--- config.mk ---
export PLATFORM = sky130hd
export DESIGN_NAME = bounded_partition_generator
export DESIGN_NICKNAME = d
export VERILOG_FILES = /design/src/hdl/bpg_pkg.sv /design/src/hdl/bpg_sequencer.sv /design/src/hdl/bpg_datapath.sv /design/src/hdl/bounded_partition_generator.sv
export SDC_FILE = /design/constraint.sdc
export NUM_CORES = 1
export LEC_CHECK = 0
export BUFFER_PORTS_ARGS = -buffer_cell sky130_fd_sc_hd__buf_2
export CORE_MARGIN = 1.5
export CORE_UTILIZATION = 50
export CTS_CLUSTER_DIAMETER = 60
export DETAILED_ROUTE_END_ITERATION = 8
export PLACE_DENSITY_LB_ADDON = 0.25
export SYNTH_ARGS = -nofsm -noshare
export SYNTH_HDL_FRONTEND = slang
export SYNTH_SLANG_ARGS = --single-unit
--- constraint.sdc ---
create_clock -name clk -period 11 [get_ports clk]
set_input_delay 1.65 -clock clk [delete_from_list [all_inputs] [get_ports clk]]
set_output_delay 1.65 -clock clk [all_outputs]
set_load 0.02 [all_outputs]
--- src/hdl/bpg_pkg.sv ---
// Shared types, control codes and the microcode table of the partition generator.
package bpg_pkg;

	localparam int MAX_TOTAL = 32;
	localparam int VAL_W     = 6;
	localparam int CNT_W     = $clog2(MAX_TOTAL + 1);
	localparam int ADDR_W    = $clog2(MAX_TOTAL);
	localparam int PC_W      = 4;
	localparam int OP_W      = 4;
	localparam int COND_W    = 4;
	localparam int TDATA_W   = 8;

	typedef logic [VAL_W-1:0]  val_t;
	typedef logic [CNT_W-1:0]  cnt_t;
	typedef logic [ADDR_W-1:0] addr_t;
	typedef logic [PC_W-1:0]   pc_t;

	// configuration register indexes
	localparam logic CFG_TOTAL    = 1'b0;
	localparam logic CFG_MAX_PART = 1'b1;

	// datapath operations
	localparam logic [OP_W-1:0] OP_NOP       = 4'd0;
	localparam logic [OP_W-1:0] OP_WAIT      = 4'd1;
	localparam logic [OP_W-1:0] OP_RD_TOP    = 4'd2;
	localparam logic [OP_W-1:0] OP_POP       = 4'd3;
	localparam logic [OP_W-1:0] OP_DEC       = 4'd4;
	localparam logic [OP_W-1:0] OP_INIT      = 4'd5;
	localparam logic [OP_W-1:0] OP_FILL      = 4'd6;
	localparam logic [OP_W-1:0] OP_EMIT_INIT = 4'd7;
	localparam logic [OP_W-1:0] OP_EMIT      = 4'd8;
	localparam logic [OP_W-1:0] OP_EXH       = 4'd9;

	// jump conditions
	localparam logic [COND_W-1:0] C_ALWAYS    = 4'd0;
	localparam logic [COND_W-1:0] C_NO_ACC    = 4'd1;
	localparam logic [COND_W-1:0] C_RESTART   = 4'd2;
	localparam logic [COND_W-1:0] C_DONE      = 4'd3;
	localparam logic [COND_W-1:0] C_CNT_ZERO  = 4'd4;
	localparam logic [COND_W-1:0] C_POP_MORE  = 4'd5;
	localparam logic [COND_W-1:0] C_BAD       = 4'd6;
	localparam logic [COND_W-1:0] C_FILL_MORE = 4'd7;
	localparam logic [COND_W-1:0] C_EMIT_STAY = 4'd8;
	localparam logic [COND_W-1:0] C_OUT_BUSY  = 4'd9;

	// program addresses
	localparam pc_t PC_WAIT  = 4'd0;
	localparam pc_t PC_SEL_R = 4'd1;
	localparam pc_t PC_SEL_D = 4'd2;
	localparam pc_t PC_RDTOP = 4'd3;
	localparam pc_t PC_POP   = 4'd4;
	localparam pc_t PC_CHK   = 4'd5;
	localparam pc_t PC_DEC   = 4'd6;
	localparam pc_t PC_INIT  = 4'd7;
	localparam pc_t PC_FILL  = 4'd8;
	localparam pc_t PC_EMIT0 = 4'd9;
	localparam pc_t PC_EMIT  = 4'd10;
	localparam pc_t PC_EDONE = 4'd11;
	localparam pc_t PC_EXH   = 4'd12;
	localparam pc_t PC_XDONE = 4'd13;

	typedef struct packed {
		logic [OP_W-1:0]   op;
		logic [COND_W-1:0] cond;
		pc_t               target;
	} ctrl_t;

	typedef struct packed {
		logic accept;
		logic restart;
		logic done;
		logic cnt_zero;
		logic bad_cfg;
		logic pop_more;
		logic fill_more;
		logic emit_stay;
		logic out_busy;
	} stat_t;

	// one control word per step: jump to target when the condition holds, else advance
	function automatic ctrl_t ucode(input pc_t pc);
		ctrl_t w;
		unique case (pc)
			PC_WAIT:  w = '{OP_WAIT,      C_NO_ACC,    PC_WAIT};
			PC_SEL_R: w = '{OP_NOP,       C_RESTART,   PC_INIT};
			PC_SEL_D: w = '{OP_NOP,       C_DONE,      PC_EXH};
			PC_RDTOP: w = '{OP_RD_TOP,    C_CNT_ZERO,  PC_EXH};
			PC_POP:   w = '{OP_POP,       C_POP_MORE,  PC_POP};
			PC_CHK:   w = '{OP_NOP,       C_CNT_ZERO,  PC_EXH};
			PC_DEC:   w = '{OP_DEC,       C_ALWAYS,    PC_FILL};
			PC_INIT:  w = '{OP_INIT,      C_BAD,       PC_EXH};
			PC_FILL:  w = '{OP_FILL,      C_FILL_MORE, PC_FILL};
			PC_EMIT0: w = '{OP_EMIT_INIT, C_ALWAYS,    PC_EMIT};
			PC_EMIT:  w = '{OP_EMIT,      C_EMIT_STAY, PC_EMIT};
			PC_EDONE: w = '{OP_NOP,       C_ALWAYS,    PC_WAIT};
			PC_EXH:   w = '{OP_EXH,       C_OUT_BUSY,  PC_EXH};
			PC_XDONE: w = '{OP_NOP,       C_ALWAYS,    PC_WAIT};
			default:  w = '{OP_NOP,       C_ALWAYS,    PC_WAIT};
		endcase
		return w;
	endfunction

endpackage

--- src/hdl/bpg_sequencer.sv ---
// Step counter, microcode fetch and conditional jump logic.
module bpg_sequencer (
	input  logic           clk,
	input  logic           arst_n,
	input  bpg_pkg::stat_t stat,
	output bpg_pkg::ctrl_t ctrl
);

	bpg_pkg::pc_t pc_q;
	logic         take;

	assign ctrl = bpg_pkg::ucode(pc_q);

	always_comb begin
		unique case (ctrl.cond)
			bpg_pkg::C_ALWAYS:    take = 1'b1;
			bpg_pkg::C_NO_ACC:    take = ~stat.accept;
			bpg_pkg::C_RESTART:   take = stat.restart;
			bpg_pkg::C_DONE:      take = stat.done;
			bpg_pkg::C_CNT_ZERO:  take = stat.cnt_zero;
			bpg_pkg::C_POP_MORE:  take = stat.pop_more;
			bpg_pkg::C_BAD:       take = stat.bad_cfg;
			bpg_pkg::C_FILL_MORE: take = stat.fill_more;
			bpg_pkg::C_EMIT_STAY: take = stat.emit_stay;
			bpg_pkg::C_OUT_BUSY:  take = stat.out_busy;
			default:              take = 1'b1;
		endcase
	end

	always_ff @(posedge clk or negedge arst_n) begin
		if (!arst_n) begin
			pc_q <= bpg_pkg::PC_WAIT;
		end else if (take) begin
			pc_q <= ctrl.target;
		end else begin
			pc_q <= pc_q + bpg_pkg::pc_t'(1);
		end
	end

endmodule

--- src/hdl/bpg_datapath.sv ---
// Partition store, working counters and the output register.
module bpg_datapath (
	input  logic                        clk,
	input  logic                        arst_n,
	input  bpg_pkg::ctrl_t              ctrl,
	input  bpg_pkg::val_t               total,
	input  bpg_pkg::val_t               max_part,
	input  logic                        s_tvalid,
	output logic                        s_tready,
	input  logic [bpg_pkg::TDATA_W-1:0] s_tdata,
	output logic                        m_tvalid,
	input  logic                        m_tready,
	output logic [bpg_pkg::TDATA_W-1:0] m_tdata,
	output logic                        m_tlast,
	output logic                        m_tuser,
	output bpg_pkg::stat_t              stat
);

	bpg_pkg::val_t  mem [bpg_pkg::MAX_TOTAL];
	bpg_pkg::val_t  rd_q;

	logic           started_q, done_q, rs_q;
	bpg_pkg::cnt_t  cnt_q, idx_q;
	bpg_pkg::val_t  rem_q, lim_q;

	logic           out_v_q, out_last_q, out_exh_q;
	bpg_pkg::val_t  out_val_q;

	logic           accept, out_busy, top_le1, fill_end, emit_last, pop_do, load;
	bpg_pkg::val_t  fill_p, init_lim;
	bpg_pkg::cnt_t  cnt_m1, cnt_m2, idx_nxt;
	logic           rd_en, wr_en;
	bpg_pkg::addr_t rd_addr, wr_addr;
	bpg_pkg::val_t  wr_data;

	assign s_tready  = (ctrl.op == bpg_pkg::OP_WAIT);
	assign accept    = s_tvalid & s_tready;
	assign out_busy  = out_v_q & ~m_tready;
	assign top_le1   = (rd_q <= bpg_pkg::val_t'(1));
	assign fill_end  = (rem_q == '0) || (lim_q == '0) ||
	                   (cnt_q == bpg_pkg::cnt_t'(bpg_pkg::MAX_TOTAL));
	assign fill_p    = (lim_q < rem_q) ? lim_q : rem_q;
	assign init_lim  = (max_part < total) ? max_part : total;
	assign cnt_m1    = cnt_q - bpg_pkg::cnt_t'(1);
	assign cnt_m2    = cnt_q - bpg_pkg::cnt_t'(2);
	assign idx_nxt   = idx_q + bpg_pkg::cnt_t'(1);
	assign emit_last = (idx_nxt == cnt_q);
	assign pop_do    = top_le1 & (cnt_q != '0);
	assign load      = ((ctrl.op == bpg_pkg::OP_EMIT) || (ctrl.op == bpg_pkg::OP_EXH)) &
	                   ~out_busy;

	assign stat.accept    = accept;
	assign stat.restart   = rs_q;
	assign stat.done      = done_q;
	assign stat.cnt_zero  = (cnt_q == '0);
	assign stat.bad_cfg   = (total == '0) || (max_part == '0) ||
	                        (int'(total) > bpg_pkg::MAX_TOTAL);
	assign stat.pop_more  = top_le1 & (cnt_q > bpg_pkg::cnt_t'(1));
	assign stat.fill_more = ~fill_end;
	assign stat.emit_stay = out_busy | ~emit_last;
	assign stat.out_busy  = out_busy;

	// store port selection
	always_comb begin
		rd_en   = 1'b0;
		rd_addr = '0;
		wr_en   = 1'b0;
		wr_addr = cnt_q[bpg_pkg::ADDR_W-1:0];
		wr_data = fill_p;
		unique case (ctrl.op)
			bpg_pkg::OP_RD_TOP: begin
				rd_en   = 1'b1;
				rd_addr = cnt_m1[bpg_pkg::ADDR_W-1:0];
			end
			bpg_pkg::OP_POP: begin
				rd_en   = pop_do;
				rd_addr = cnt_m2[bpg_pkg::ADDR_W-1:0];
			end
			bpg_pkg::OP_DEC: begin
				wr_en   = 1'b1;
				wr_addr = cnt_m1[bpg_pkg::ADDR_W-1:0];
				wr_data = rd_q - bpg_pkg::val_t'(1);
			end
			bpg_pkg::OP_FILL: begin
				wr_en   = ~fill_end;
			end
			bpg_pkg::OP_EMIT_INIT: begin
				rd_en   = 1'b1;
			end
			bpg_pkg::OP_EMIT: begin
				rd_en   = ~out_busy;
				rd_addr = idx_nxt[bpg_pkg::ADDR_W-1:0];
			end
			default: ;
		endcase
	end

	always_ff @(posedge clk) begin
		if (wr_en) begin
			mem[wr_addr] <= wr_data;
		end
		if (rd_en) begin
			rd_q <= mem[rd_addr];
		end
	end

	always_ff @(posedge clk or negedge arst_n) begin
		if (!arst_n) begin
			started_q <= 1'b0;
			done_q    <= 1'b0;
			rs_q      <= 1'b0;
			cnt_q     <= '0;
			idx_q     <= '0;
			rem_q     <= '0;
			lim_q     <= '0;
		end else begin
			unique case (ctrl.op)
				bpg_pkg::OP_WAIT: begin
					if (accept) begin
						rs_q <= s_tdata[0] | ~started_q;
					end
				end
				bpg_pkg::OP_RD_TOP: begin
					rem_q <= '0;
				end
				bpg_pkg::OP_POP: begin
					if (pop_do) begin
						cnt_q <= cnt_m1;
						rem_q <= rem_q + rd_q;
					end
				end
				bpg_pkg::OP_DEC: begin
					lim_q <= rd_q - bpg_pkg::val_t'(1);
					rem_q <= rem_q + bpg_pkg::val_t'(1);
				end
				bpg_pkg::OP_INIT: begin
					started_q <= 1'b1;
					done_q    <= 1'b0;
					cnt_q     <= '0;
					rem_q     <= total;
					lim_q     <= init_lim;
				end
				bpg_pkg::OP_FILL: begin
					if (!fill_end) begin
						cnt_q <= cnt_q + bpg_pkg::cnt_t'(1);
						rem_q <= rem_q - fill_p;
					end
				end
				bpg_pkg::OP_EMIT_INIT: begin
					idx_q <= '0;
				end
				bpg_pkg::OP_EMIT: begin
					if (!out_busy) begin
						idx_q <= idx_nxt;
					end
				end
				bpg_pkg::OP_EXH: begin
					if (!out_busy) begin
						done_q <= 1'b1;
						cnt_q  <= '0;
					end
				end
				default: ;
			endcase
		end
	end

	always_ff @(posedge clk or negedge arst_n) begin
		if (!arst_n) begin
			out_v_q <= 1'b0;
		end else if (load) begin
			out_v_q <= 1'b1;
		end else if (m_tready) begin
			out_v_q <= 1'b0;
		end
	end

	always_ff @(posedge clk) begin
		if (load) begin
			if (ctrl.op == bpg_pkg::OP_EXH) begin
				out_val_q  <= '0;
				out_last_q <= 1'b1;
				out_exh_q  <= 1'b1;
			end else begin
				out_val_q  <= rd_q;
				out_last_q <= emit_last;
				out_exh_q  <= 1'b0;
			end
		end
	end

	assign m_tvalid = out_v_q;
	assign m_tdata  = {{(bpg_pkg::TDATA_W - bpg_pkg::VAL_W){1'b0}}, out_val_q};
	assign m_tlast  = out_last_q;
	assign m_tuser  = out_exh_q;

endmodule

--- src/hdl/bounded_partition_generator.sv ---
// Top level: enumerates bounded integer partitions, one partition per request beat.
// Request kinds: restart (P parts), next (D trailing ones dropped, F parts refilled), and
//   exhausted, either directly or after dropping D ones.
// Output stalls add delay; fill and emit loops walk the store one entry per cycle,
//   the emit loop holding while the output is stalled.
// Reset: arst_n clears sequencer, counters and flags; total and max_part return to 1.
module bounded_partition_generator (
	input  logic                        clk,
	input  logic                        arst_n,
	// request side
	input  logic                        s_tvalid,
	output logic                        s_tready,
	input  logic [bpg_pkg::TDATA_W-1:0] s_tdata,   // [0] restart, [7:1] zero
	// result side
	output logic                        m_tvalid,
	input  logic                        m_tready,
	output logic [bpg_pkg::TDATA_W-1:0] m_tdata,   // [5:0] part_value, [7:6] zero
	output logic                        m_tlast,   // last_part
	output logic                        m_tuser,   // [0] exhausted
	// configuration writes: index 0 total, index 1 max_part
	input  logic                        cfg_we,
	input  logic                        cfg_index,
	input  bpg_pkg::val_t               cfg_data
);

	bpg_pkg::val_t  total_q, max_part_q;
	bpg_pkg::ctrl_t ctrl;
	bpg_pkg::stat_t stat;

	// Hold the configuration; it takes effect at the next restart because the
	// successor steps work only on the stored partition.
	always_ff @(posedge clk or negedge arst_n) begin
		if (!arst_n) begin
			total_q    <= bpg_pkg::val_t'(1);
			max_part_q <= bpg_pkg::val_t'(1);
		end else if (cfg_we) begin
			unique case (cfg_index)
				bpg_pkg::CFG_TOTAL:    total_q    <= cfg_data;
				bpg_pkg::CFG_MAX_PART: max_part_q <= cfg_data;
				default: ;
			endcase
		end
	end

	// Microcoded control: the sequencer steps through the program, jumping on
	// status flags; the datapath executes one operation per control word.
	bpg_sequencer u_seq (
		.clk    (clk),
		.arst_n (arst_n),
		.stat   (stat),
		.ctrl   (ctrl)
	);

	// Datapath: drop trailing ones, decrement the rightmost part above one,
	// refill greedily, then stream the stored parts out through one output
	// register, so a result beat may wait while the next request is taken.
	// The partition store has no reset; any read past the part count is never emitted.
	bpg_datapath u_dp (
		.clk      (clk),
		.arst_n   (arst_n),
		.ctrl     (ctrl),
		.total    (total_q),
		.max_part (max_part_q),
		.s_tvalid (s_tvalid),
		.s_tready (s_tready),
		.s_tdata  (s_tdata),
		.m_tvalid (m_tvalid),
		.m_tready (m_tready),
		.m_tdata  (m_tdata),
		.m_tlast  (m_tlast),
		.m_tuser  (m_tuser),
		.stat     (stat)
	);

	// An exhausted beat carries a zero part and closes its run.
	a_exh_form: assert property (@(posedge clk) disable iff (!arst_n)
		(m_tvalid && m_tuser) |-> (m_tdata == '0) && m_tlast)
		else $error("exhausted beat malformed");

	// A real part is never zero.
	a_part_nonzero: assert property (@(posedge clk) disable iff (!arst_n)
		(m_tvalid && !m_tuser) |-> (m_tdata != '0))
		else $error("zero part emitted");

	// Once a request is taken the sequencer leaves the wait step.
	a_one_at_a_time: assert property (@(posedge clk) disable iff (!arst_n)
		(s_tvalid && s_tready) |=> !s_tready)
		else $error("request taken while busy");

endmodule
# Yosys cells after proc, flatten, opt, wreduce, memory -nomap -nowiden
# Memory sizes are Yosys's and may differ from the RTL's. A register that Yosys moved wholly into a read port is not among the register bits.
# Cells that the tools add are included.
# word_totals
ff_bits	52
latchBits	0
ram_bits	192
rom_bits	192
input_bits	20
output_inout_bits	12
word_cells	119
n_memories	2
# op_classes
n_addsub	9
n_mul	0
div_mod_pow	0
n_lt_le_gt_ge	5
n_eq_ne	24
n_shift	0
mux	26
bitwise	14
n_reduce_logical	25
# mem_list
memory	depth	word_bits	rd	rd_clocked_by_memory_dff	write_ports	line_no	rtl
(no name shown)	16	12	1	0	0	bpg_pkg.sv:83	unique case (pc)
u_dp.mem	32	6	1	1	1	bpg_datapath.sv:19	bpg_pkg::val_t mem [bpg_pkg::MAX_TOTAL];
# op_table
op	count
two-way mux 6 bit	9
== test 4 x 3 -> 1 bit (second input constant)	8
zero test 6 bit	5
case mux 6 bit (5 select lines)	1
case mux 6 bit (2 select lines)	2
case mux 6 bit (4 select lines)	1
adder 6 x 1 -> 6 bit (second input constant)	3
== test 4 x 2 -> 1 bit (second input constant)	4
== test 4 bit (second input constant)	4
case mux 5 bit (3 select lines)	1
less-than comparator 6 bit	2
subtractor 6 x 1 -> 6 bit (second input constant)	2
AND reduction 2 bit	5
case mux 1 bit (9 select lines)	1
== test 4 x 1 -> 1 bit (second input constant)	2
nonzero test 2 bit	4
NOT 1 bit	7
adder 6 bit	1
== test 6 bit	1
== test 6 bit (second input constant)	1
> comparator 6 x 1 -> 1 bit (second input constant)	1
> comparator 6 bit (second input constant)	1
<= comparator 6 x 1 -> 1 bit (second input constant)	1
two-way mux 1 bit	6
18 further kinds	30

# Logic depth before layout (Yosys ltp)
# Gate-level depths: netlist of run 1.
# depth
word_depth	7
ltp_mapped	18
ltp_nobuf	16

# By module
# Synthesis of run 1 repeated with hierarchy kept, for this count alone.
# hier_totals
hier_cells	993
area_unflattened_um2	12599.6
# modules_own_cells
mod	instances	cells_per_inst	area_per_inst_um2	seq_area_each_um2
bpg_datapath	1	874	11338.4	6886.6
bpg_sequencer	1	92	789.5	100.1
bounded_partition_generator	1	27	471.7	302.8

# Worst setup path before layout of run 1
# No wires, ideal clock.
# synth_path
path_type	register to output
from	register u_seq.pc_q[1]
to	output port s_tready
arrival_time_ns	2.252
required_time_ns	9.350
path_slack_ns	7.098
path_stages_with_launch	10
n_path_buf	3
cell_sequence	dfrtp_1 > buf_2 > inv_1 > ha_1 > nand2b_1 > and3_1 > buf_2 > nor2_1 > clkbuf_1 > and3_1
# synth_between
elab_chain_len	2
# synth_lines
item	line_no	rtl
start, declared	bpg_sequencer.sv:9	bpg_pkg::pc_t pc_q;
start signal, assigned	bpg_sequencer.sv:32	pc_q <= bpg_pkg::PC_WAIT;
start signal, assigned	bpg_sequencer.sv:34	pc_q <= ctrl.target;
start signal, assigned	bpg_sequencer.sv:36	pc_q <= pc_q + bpg_pkg::pc_t'(1);
memory read (16 x 12 bit)	--	
== test 4 x 1 -> 1 bit	bpg_datapath.sv:36	assign s_tready = (ctrl.op == bpg_pkg::OP_WAIT);
end, declared	bounded_partition_generator.sv:12	output logic s_tready,
# No other way between the ends.

# Worst setup path after layout of run 1
# layout_path
from	register u_seq.pc_q[1]
to	register u_dp.rd_q[2], read port of u_dp.mem (data pin)
# layout_between
elab_chain_len	4
word_cells_on_any_way	8
cone_classes	eq/ne (4); mux (2); reduce/logical (1); memory (1)
# layout_lines
item	line_no	rtl
memory read (16 x 12 bit) *	--	
== test 4 x 3 -> 1 bit or == test 4 x 2 -> 1 bit (tied branches)	bpg_datapath.sv:70	unique case (ctrl.op)
OR reduction 2 bit (no line)	--	
case mux 1 bit (3 select lines)	bpg_datapath.sv:70	
end, declared	bpg_datapath.sv:20	bpg_pkg::val_t rd_q;
# Mark *: on every way between the ends. The rest lies on a longest branch, timed or not.
# A chain may end at the register's enable or synchronous reset.

==> results of run 1 <==
==> power by group through the flow <==
stage	Combinational, mW	Clock [mW]	Sequential (mW)
after floorplan	1.40	0	1.48
after global placement	1.93	0	1.52
after detailed placement	1.97	0	1.53
after CTS	1.97	0.905	1.51
after global routing	2.18	0.942	1.53
final	2.00	0.894	1.51
==> layout make-up <==
| cell class | instances | area, um^2 | area share |
|---|---|---|---|
| tap | 324 | 405 | 0.0292 |
| clock inverter | 14 | 92.6 | 0.00668 |
| multi-input combinational | 729 | 4920 | 0.355 |
| sequential | 250 | 7290 | 0.526 |
| clock buffer | 35 | 800 | 0.0577 |
| timing repair buffer | 40 | 245 | 0.0177 |
| inverter | 30 | 113 | 0.00812 |
==> worst max-delay path: cells and delay by family, from the launching register on <==
family          cells  cell delay [ns]
compound gates      5             2.17
fa+ha+maj           1             0.60
buf+inv             1             0.23
flops               1             0.53
simple gates        3             1.49
==> routing by layer <==
layer  up-vias  routed length (um)  track usage
met5         -                   0            0
met4         0                1310        0.102
met3        82                2530       0.0413
met2       418               15000        0.403
met1      4371               13700        0.344
li1       4104                   -            -
==> cell families after synthesis <==
logic type                 Yosys count  share of synthesized area
and+or+nand+nor                    333                      0.127
xor gates and xnor gates            25                     0.0186
AOI/OAI and AO/OA                  277                      0.156
DFF                                250                      0.582
adders and majority gates           30                     0.0305
buffers and inverters               84                     0.0297
other                                1                   0.000299
muxes                               62                     0.0561
==> layout by cell type, fill, tap and decap left out, types with 23 or more instances in the layout <==
master	netlist	final
mux2i_1	41	40
o21ai_0	53	52
a211oi_1	28	28
nor2_1	81	80
dfrtp_1	42	42
edfxtp_1	206	206
a21oi_1	45	41
nand3_1	41	41
ha_1	29	29
clkbuf_16	0	30
nand2_1	109	108
inv_1	28	28
and3_1	23	23
==> per-stage QoR <==
stage,hold WS [ns],instance area [um^2],total power [mW]
6_report,0.467,13900,4.41
3_5_place_dp,0.452,13000,3.49
2_1_floorplan,0.426,12500,2.88
4_1_cts,0.466,13900,4.39
3_3_place_gp,0.442,13000,3.45
5_1_grt,0.486,13900,4.64
==> path summary, 6_finish.rpt <==
kind | end | slack, ns | cells past startpoint
min in group asynchronous | u_dp.idx_q[4] | 1.28 | 1
max reg2reg | u_dp.rd_q[2] | 5.66 | 10
max in group asynchronous | u_dp.rem_q[2] | 9.07 | 1
min | u_dp.started_q | 0.47 | 1
min reg2reg | u_dp.started_q | 0.47 | 1
max | u_dp.rd_q[2] | 5.66 | 10
==> impl_metrics.toml, run 1 <==
[synth]
ys_warn_count = 0
synth_top_area_share = 0.494
syn_inst = 1062
synthDistinctLibCells = 92
synth-seq-cells = 250
syn_area_um2 = 12500
ys_seq_area_frac = 0.582
ys.flop_type = "edfxtp_1"
ys_async_sr_fraction = 0.176
netlist_top_cells_count = "edfxtp_1 (206), nand2_1 (109), nor2_1 (81)"
synth_edf_count = 206
synth_area_leaders = "edfxtp_1 (49%), dfrtp_1 (8.4%), mux2i_1 (3.3%)"
yosysMostFrequentCell = "edfxtp_1"
yosys.area.top_type = "edfxtp_1"
syn_area_per_cell_um2 = 11.8

[run]
maxCapViolCount = 0

[detailed_routing]
route.final.wire_length_um = 32600
drt_iter0_markers = 1020
drc_errors = 0
routedWlPerCell_um = 22.9
via_count = 8975
dr.pass1.iters = 5
vias_per_cell = 6.31
ant_nets = 0

[pwr]
power.density_nw_per_um2 = 318
p_int_mw = 2.57
p_switching_mw = 1.84
pwr-share-clk = 0.203
p_leak_nw = 4.95
p_comb_frac = 0.454
seqPwrFrac = 0.343
switching_share = 0.417
vdd_drop_max_v = 0.000177

[global_route]
grt_max_degree = 45
antenna_found_initial = 0
track_usage = 0.252
grt_pass1_wl_um = 50100
grt_pass1_vias = 8592
grt_remaining_overflow = 0

[sta]
fmax_ghz = 0.187
finalSetupTns_ns = 0
hold_violations = 0
relSlewSlack = 0.259
rsz0062_at_grt = "false"
finalCritPeriodShare = 0.485
clock_skew_ns = 0.0115
fin_ws_ns = 5.66
post-route-min-period_ns = 5.34
setup_viol = 0
tightest_slew_ns = 1.11
finalMaxSlewViolations = 0

[floorplanning]
initial_core_util = 0.512
core_area_um2 = 24500
die_h_um = 161
fp.dieW_um = 161
num_rows = 57
ioPinCount = 32
die-area_um2 = 26000

[placement]
pre_cts_slack_ns = 5.86
port_buffers = 22
place_inst = 1373
place_congestion = 0.900
dp_hpwl_um = 21600

[layout]
stdcell_count = 1422
fillers = 2044
largest_register = "u_dp.mem"
areaGrowthSynthToFinish_pct = 10.6
largest_reg_flops = 192
finalNetCount = 1129
layout-drive-gt1-share = 0.120
post-route-util = 0.567
n_antenna_cell = 0

[clock_tree]
ctsResizeCount = 0
h-tree-depth = 1
cts_tree = "yes"
cts_root_buffer = "clkbuf_16"
clockBufferDepth = 3
cts-hold-fix-buffers = 0
clock_latency_ns = 0.56
clock_sinks = 250
cts_buffers = 28
clk_pin_slew_worst_paths_ns = 0.06
cts_setup_buffers = 0

[worst_setup_path]
worstSetupStartpoint = "u_seq.pc_q[1]"
cp_slowest_stage_delay_ns = 0.87
endpoint_kind = "register"
regToRegStartpoint = "u_seq.pc_q[1]"
path_class = "register to register"
critPathSlowestCell = "nand2_2"
worstPathCellList = "inv_1 > ha_1 > nand2b_1 > and3_1 > o22ai_2 > nand2_2 > a211oi_1 > o21ai_0 > a32oi_1 > a22oi_1"
crit_arrival_ns = 5.58
cp-start-kind = "register"
required_ns = 11.25
worst-path-max-fanout = 42

[status]
outcome = "completed"

[min_path]
worstHoldStart = "u_dp.started_q"
hold_path_class = "register to register"
Power figures use the tool's default switching activity.
==> run 2: changes to the inputs <==
- ABC_AREA: default -> 1
- clock period: 11 -> 4.3 ns (I/O delays scaled with it)
==> run 2 against run 1 <==
Compared with the run above: final area grew 0.53%; clock skew grew 0.013 ns; first-iteration DRC count shrank 26%; highest routed layer unchanged; setup slack lost 5.0 ns; critical path depth grew 11; fmax grew 48%; count of clock-buffer cells in the layout shrank 5; utilization grew 0.47 points; die area shrank 0.80%; worst hold slack lost 0.29 ns; via count grew 5.2%.
==> impl_metrics.toml, run 2 <==
[status]
outcome = "completed"

[worst_setup_path]
cp_slowest_stage_delay_ns = 0.46
endpoint_kind = "register"
worstPathCellList = "inv_1 > ha_1 > nand2_1 > nand2_1 > nand2_1 > nand2_1 > inv_2 > nor2_1 > inv_1 > a22oi_1 > ha_1 > inv_1 > fa_1 > nand2_1 > inv_1 > o21ai_0 > nand2_1 > xnor2_1 > o22ai_1 > nand2_1 > o21ai_0"
crit_top_cell = "nand2_1"
critPathSlowestCell = "dfrtp_1"
required_ns = 4.69
path_class = "register to register"
worst-path-max-fanout = 10
crit_arrival_ns = 3.99
cp-start-kind = "register"

[clock_tree]
cts_root_buffer = "clkbuf_16"
cts_tree = "yes"
clock_latency_ns = 0.56
clockBufferDepth = 3
h-tree-depth = 1
cts-hold-fix-buffers = 0
clock_sinks = 250
cts_buffers = 28
clk_pin_slew_worst_paths_ns = 0.06
ctsResizeCount = 0
cts_setup_buffers = 0

[synth]
ys_warn_count = 0
synth_top_area_share = 0.498
synth_area_leaders = "edfxtp_1 (50%), nand3_1 (8.9%), dfrtp_1 (8.5%)"
ys_async_sr_fraction = 0.176
yosysMostFrequentCell = "nand2_1"
synth-seq-cells = 250
netlist_top_cells_count = "nand2_1 (255), nand3_1 (222), edfxtp_1 (206)"
synth_edf_count = 206
syn_inst = 1261
synthDistinctLibCells = 45
syn_area_per_cell_um2 = 9.86
syn_area_um2 = 12400
ys_seq_area_frac = 0.586
yosys.area.top_type = "edfxtp_1"
ys.flop_type = "edfxtp_1"

[global_route]
grt_pass1_wl_um = 48400
track_usage = 0.236
grt_pass1_vias = 9220
grt_max_degree = 98
grt_remaining_overflow = 0
antenna_found_initial = 0

[sta]
hold_violations = 0
finalSetupTns_ns = 0
clock_skew_ns = 0.0243
finalMaxSlewViolations = 0
post-route-min-period_ns = 3.61
setup_viol = 0
fmax_ghz = 0.277
rsz0062_at_grt = "false"
finalCritPeriodShare = 0.839
tightest_slew_ns = 0.953
relSlewSlack = 0.362

[detailed_routing]
drt_iter0_markers = 753
routedWlPerCell_um = 18.4
drc_errors = 0
vias_per_cell = 5.77
route.final.wire_length_um = 30100
dr.pass1.iters = 6
via_count = 9446
ant_nets = 0

[floorplanning]
initial_core_util = 0.510
die_h_um = 161
num_rows = 57
fp.dieW_um = 161
ioPinCount = 32
core_area_um2 = 24400
die-area_um2 = 25800

[layout]
finalNetCount = 1340
largest_register = "u_dp.mem"
largest_reg_flops = 192
final_common_cell = "nand2_1"
layout-drive-gt1-share = 0.107
final_cell_mix = "nand2_1 (255), nand3_1 (222), edfxtp_1 (206)"
n_antenna_cell = 0
fillers = 2145
post-route-util = 0.572
areaGrowthSynthToFinish_pct = 12.1

[min_path]
hold_path_class = "primary input to async pin"

[placement]
dp_hpwl_um = 18600
place_congestion = 0.916
port_buffers = 22

[run]
maxCapViolCount = 0
-- run 2: cell count changes after synthesis, sizes merged, moves of 19 or more --
cell    previous run  this run
nor2              81       100
a21oi             46        17
a211oi            30         1
mux2i             41         0
nand4              6       104
nand2            109       258
and3              23         0
nand3             41       225
inv               29        84
-- run 2: cell type report --
type,count,area (um^2),share of cell area
clock buffer,30,708,0.0508
clock inverter,22,251,0.0180
inverter,86,323,0.0232
multi-input combinational,856,4470,0.321
sequential,250,7290,0.523
tap,324,405,0.0291
timing repair buffer,68,493,0.0354
-- run 2: worst paths after layout --
kind | slack (ns) | cells after the start | from | end
worst min-delay path | 0.18 | 2 | arst_n | u_seq.pc_q[2]
min in group clk | 0.35 | 3 | cfg_data[0] | total_q[0]
worst min register to register | 0.47 | 2 | u_dp.started_q | u_dp.started_q
max in group asynchronous | 3.68 | 2 | arst_n | u_dp.lim_q[2]
worst max-delay path | 0.69 | 21 | u_seq.pc_q[1] | u_dp.rem_q[4]
worst max register to register | 0.69 | 21 | u_seq.pc_q[1] | u_dp.rem_q[4]
-- run 2: routing by layer --
| layer | up-vias | global-route usage | part of all wire |
|---|---|---|---|
| met1 | 4531 | 0.325 | 0.43 |
| met2 | 311 | 0.388 | 0.47 |
| met5 | - | 0 | 0 |
| li1 | 4537 | - | - |
| met4 | 0 | 0.0794 | 0.031 |
| met3 | 67 | 0.0300 | 0.063 |
-- run 2: critical path, delay by kind of cell (launching register included) --
kind,cells,cell delay (ns)
adder cells (fa/ha/maj),3,0.92
AND/OR/NAND/NOR,8,0.93
flip-flops,1,0.46
buffers and inverters,5,0.48
AO/OA/AOI/OAI,4,0.51
XOR/XNOR,1,0.13
-- run 2: metrics by stage --
stage	setup slack, ns	std cells	instance area, um^2	hold slack (ns)
final	0.693	1636	13900	0.182
after global routing	0.311	1636	13900	0.223
after CTS	0.701	1636	13900	0.209
after detailed placement	0.710	1584	13000	0.457
after global placement	0.764	1584	13000	0.458
after floorplan	1.00	1262	12400	0.349
-- run 2: kinds of logic after synthesis --
| family | synth area share |
|---|---|
| xor gates and xnor gates | 0.0162 |
| adders and majority gates | 0.0308 |
| other | 0.000302 |
| DFF | 0.586 |
| AOI/OAI and AO/OA | 0.0473 |
| buffers and inverters | 0.0557 |
| and+or+nand+nor | 0.263 |
Power of run 2 is not shown: default switching activity piles up to over one toggle a cycle in this logic, so the estimate is an artifact.
==> run 3: changes to the inputs <==
- ABC_AREA: 1 -> 0
- clock period: 4.3 -> 3.3 ns (I/O delays scaled with it)
==> run 3 against run 2 <==
Compared with the run above: the run now ends with setup timing left; largest cell class unchanged; routed wire length rose by 17%; first-iteration DRC count rose by 63%; setup slack got worse by 0.77 ns; sequential share of layout area fell by 5.1 points.
==> impl_metrics.toml, run 3 (same netlist as run 1, synthesis figures left out) <==
[clock_tree]
cts_tree = "yes"
h-tree-depth = 1
cts_root_buffer = "clkbuf_16"
clockBufferDepth = 3
clock_sinks = 250
clock_latency_ns = 0.56
cts-hold-fix-buffers = 0
cts_buffers = 27
clk_pin_slew_worst_paths_ns = 0.06

[floorplanning]
num_rows = 57
ioPinCount = 32
fp.dieW_um = 161
initial_core_util = 0.512
die_h_um = 161
core_area_um2 = 24500
die-area_um2 = 26000

[pwr]
pwr-share-clk = 0.174
vdd_drop_max_v = 0.000627
p_comb_frac = 0.534
p_leak_nw = 5.81
seqPwrFrac = 0.292
power.density_nw_per_um2 = 1090
p_switching_mw = 6.89
power_mw = 16.8
p_int_mw = 9.93
switching_share = 0.410

[worst_setup_path]
crit_arrival_ns = 3.83
endpoint_kind = "register"
regToRegStartpoint = "u_dp.rem_q[1]"
reg2reg_depth = 16
cp-start-kind = "register"
r2r_setup_slack_ns = -0.08
worstSetupStartpoint = "u_dp.rem_q[1]"
worst-path-max-fanout = 4
path_class = "register to register"
required_ns = 3.75
r2r_end = "u_dp.rem_q[5]"

[sta]
tightest_slew_ns = 1.31
clock_skew_ns = 0.0173
rsz0062_at_grt = "true"
setup_viol = 1
finalCritPeriodShare = 1.02
hold_violations = 0
fin_ws_ns = -0.0799
finalSetupTns_ns = -0.0799
fmax_ghz = 0.296
hold_ws_ns = 0.0391
post-route-min-period_ns = 3.38
finalMaxSlewViolations = 0
relSlewSlack = 0.128

[layout]
stdcell_count = 1585
areaGrowthSynthToFinish_pct = 23.3
layout-drive-gt1-share = 0.278
finalNetCount = 1291
largest_reg_flops = 192
largest_register = "u_dp.mem"
post-route-util = 0.632
final_common_cell = "edfxtp_1"
fin_area_um2 = 15500
final_cell_mix = "edfxtp_1 (206), buf_4 (171), nand2_1 (104)"
n_antenna_cell = 0

[detailed_routing]
route.final.wire_length_um = 35200
via_count = 9825
drt_iter0_markers = 1224
drc_errors = 0
ant_nets = 0
dr.pass1.iters = 6
vias_per_cell = 6.20
routedWlPerCell_um = 22.2

[status]
violations = "setup timing"
outcome = "finished, violations left"

[placement]
place_area_um2 = 14300
dp_hpwl_um = 24300
pre_cts_slack_ns = -0.212
place_inst = 1527
port_buffers = 22
place_congestion = 0.937

[global_route]
grt_pass1_vias = 9545
grt_pass1_wl_um = 54500
grt_max_degree = 36
grt_remaining_overflow = 0
antenna_found_initial = 0
track_usage = 0.273

[min_path]
hold_path_class = "primary input to async pin"

[run]
maxCapViolCount = 0
[run 3: cell types whose count changed in the layout (fill, tap and decap cells not counted), moves of 22 or more]
cell and change:
a211oi_1 +25, and3_1 +22, buf_4 +128, inv_1 -56
mux2i_1 +38, nand2_1 -151, nand3_1 -181, nand4_1 -97
[run 3: metal layers]
metal  vias to the layer above  wire length [um]  track usage  share of wire
li1                       4424                 -            -              -
met1                      4767             14300        0.372           0.41
met2                       549             16200        0.439           0.46
met3                        85              3330       0.0480          0.094
met4                         0              1360        0.108          0.039
met5                         -                 0            0              0
[run 3: timing repair]
item	4_1_cts	5_1_grt
gates resized for setup	21	37
setup buffers	6	3
gates cloned	0	0
pin swaps	19	20
setup endpoints to repair	16	74
[run 3: worst max path at each step]
stage,endpoint,slack [ns]
final,u_dp.rem_q[5],-0.08
after global routing,u_dp.rem_q[5],-0.20
after detailed placement,u_dp.rd_q[3],-0.21
after CTS,u_dp.rem_q[5],-0.05
after floorplan,u_dp.rem_q[5],0.009
after global placement,u_dp.rd_q[3],-0.05
[run 3: cell type report]
| class | instances | area [um^2] |
|---|---|---|
| Clock buffer | 35 | 726 |
| Multi-Input combinational cell | 729 | 5210 |
| Tap cell | 324 | 405 |
| Fill cell | 1897 | 9010 |
| Timing Repair Buffer | 203 | 1590 |
| Clock inverter | 14 | 118 |
| Inverter | 30 | 113 |
| Sequential cell | 250 | 7290 |
[run 3: critical path: stages, from the launching register on]
cell and delay, ns:
dfrtp_1 0.39, inv_2 0.09, ha_4 0.20, a21o_1 0.17
a211o_1 0.30, a31oi_4 0.30, buf_12 0.15, o21ai_4 0.05
o22ai_2 0.14, ha_1 0.25, a21o_1 0.15, a21o_1 0.16
a21o_1 0.16, a21oi_2 0.19, xnor2_2 0.10, a21o_1 0.18
a221o_1 0.28
[run 3: power by group through the flow]
stage	Combinational [mW]	Clock, mW	Sequential (mW)
2_1_floorplan	4.84	0	4.93
3_5_place_dp	8.29	0	4.95
6_report	8.99	2.92	4.91
3_3_place_gp	8.11	0	4.95
5_1_grt	9.61	3.06	4.95
4_1_cts	8.56	2.94	4.90
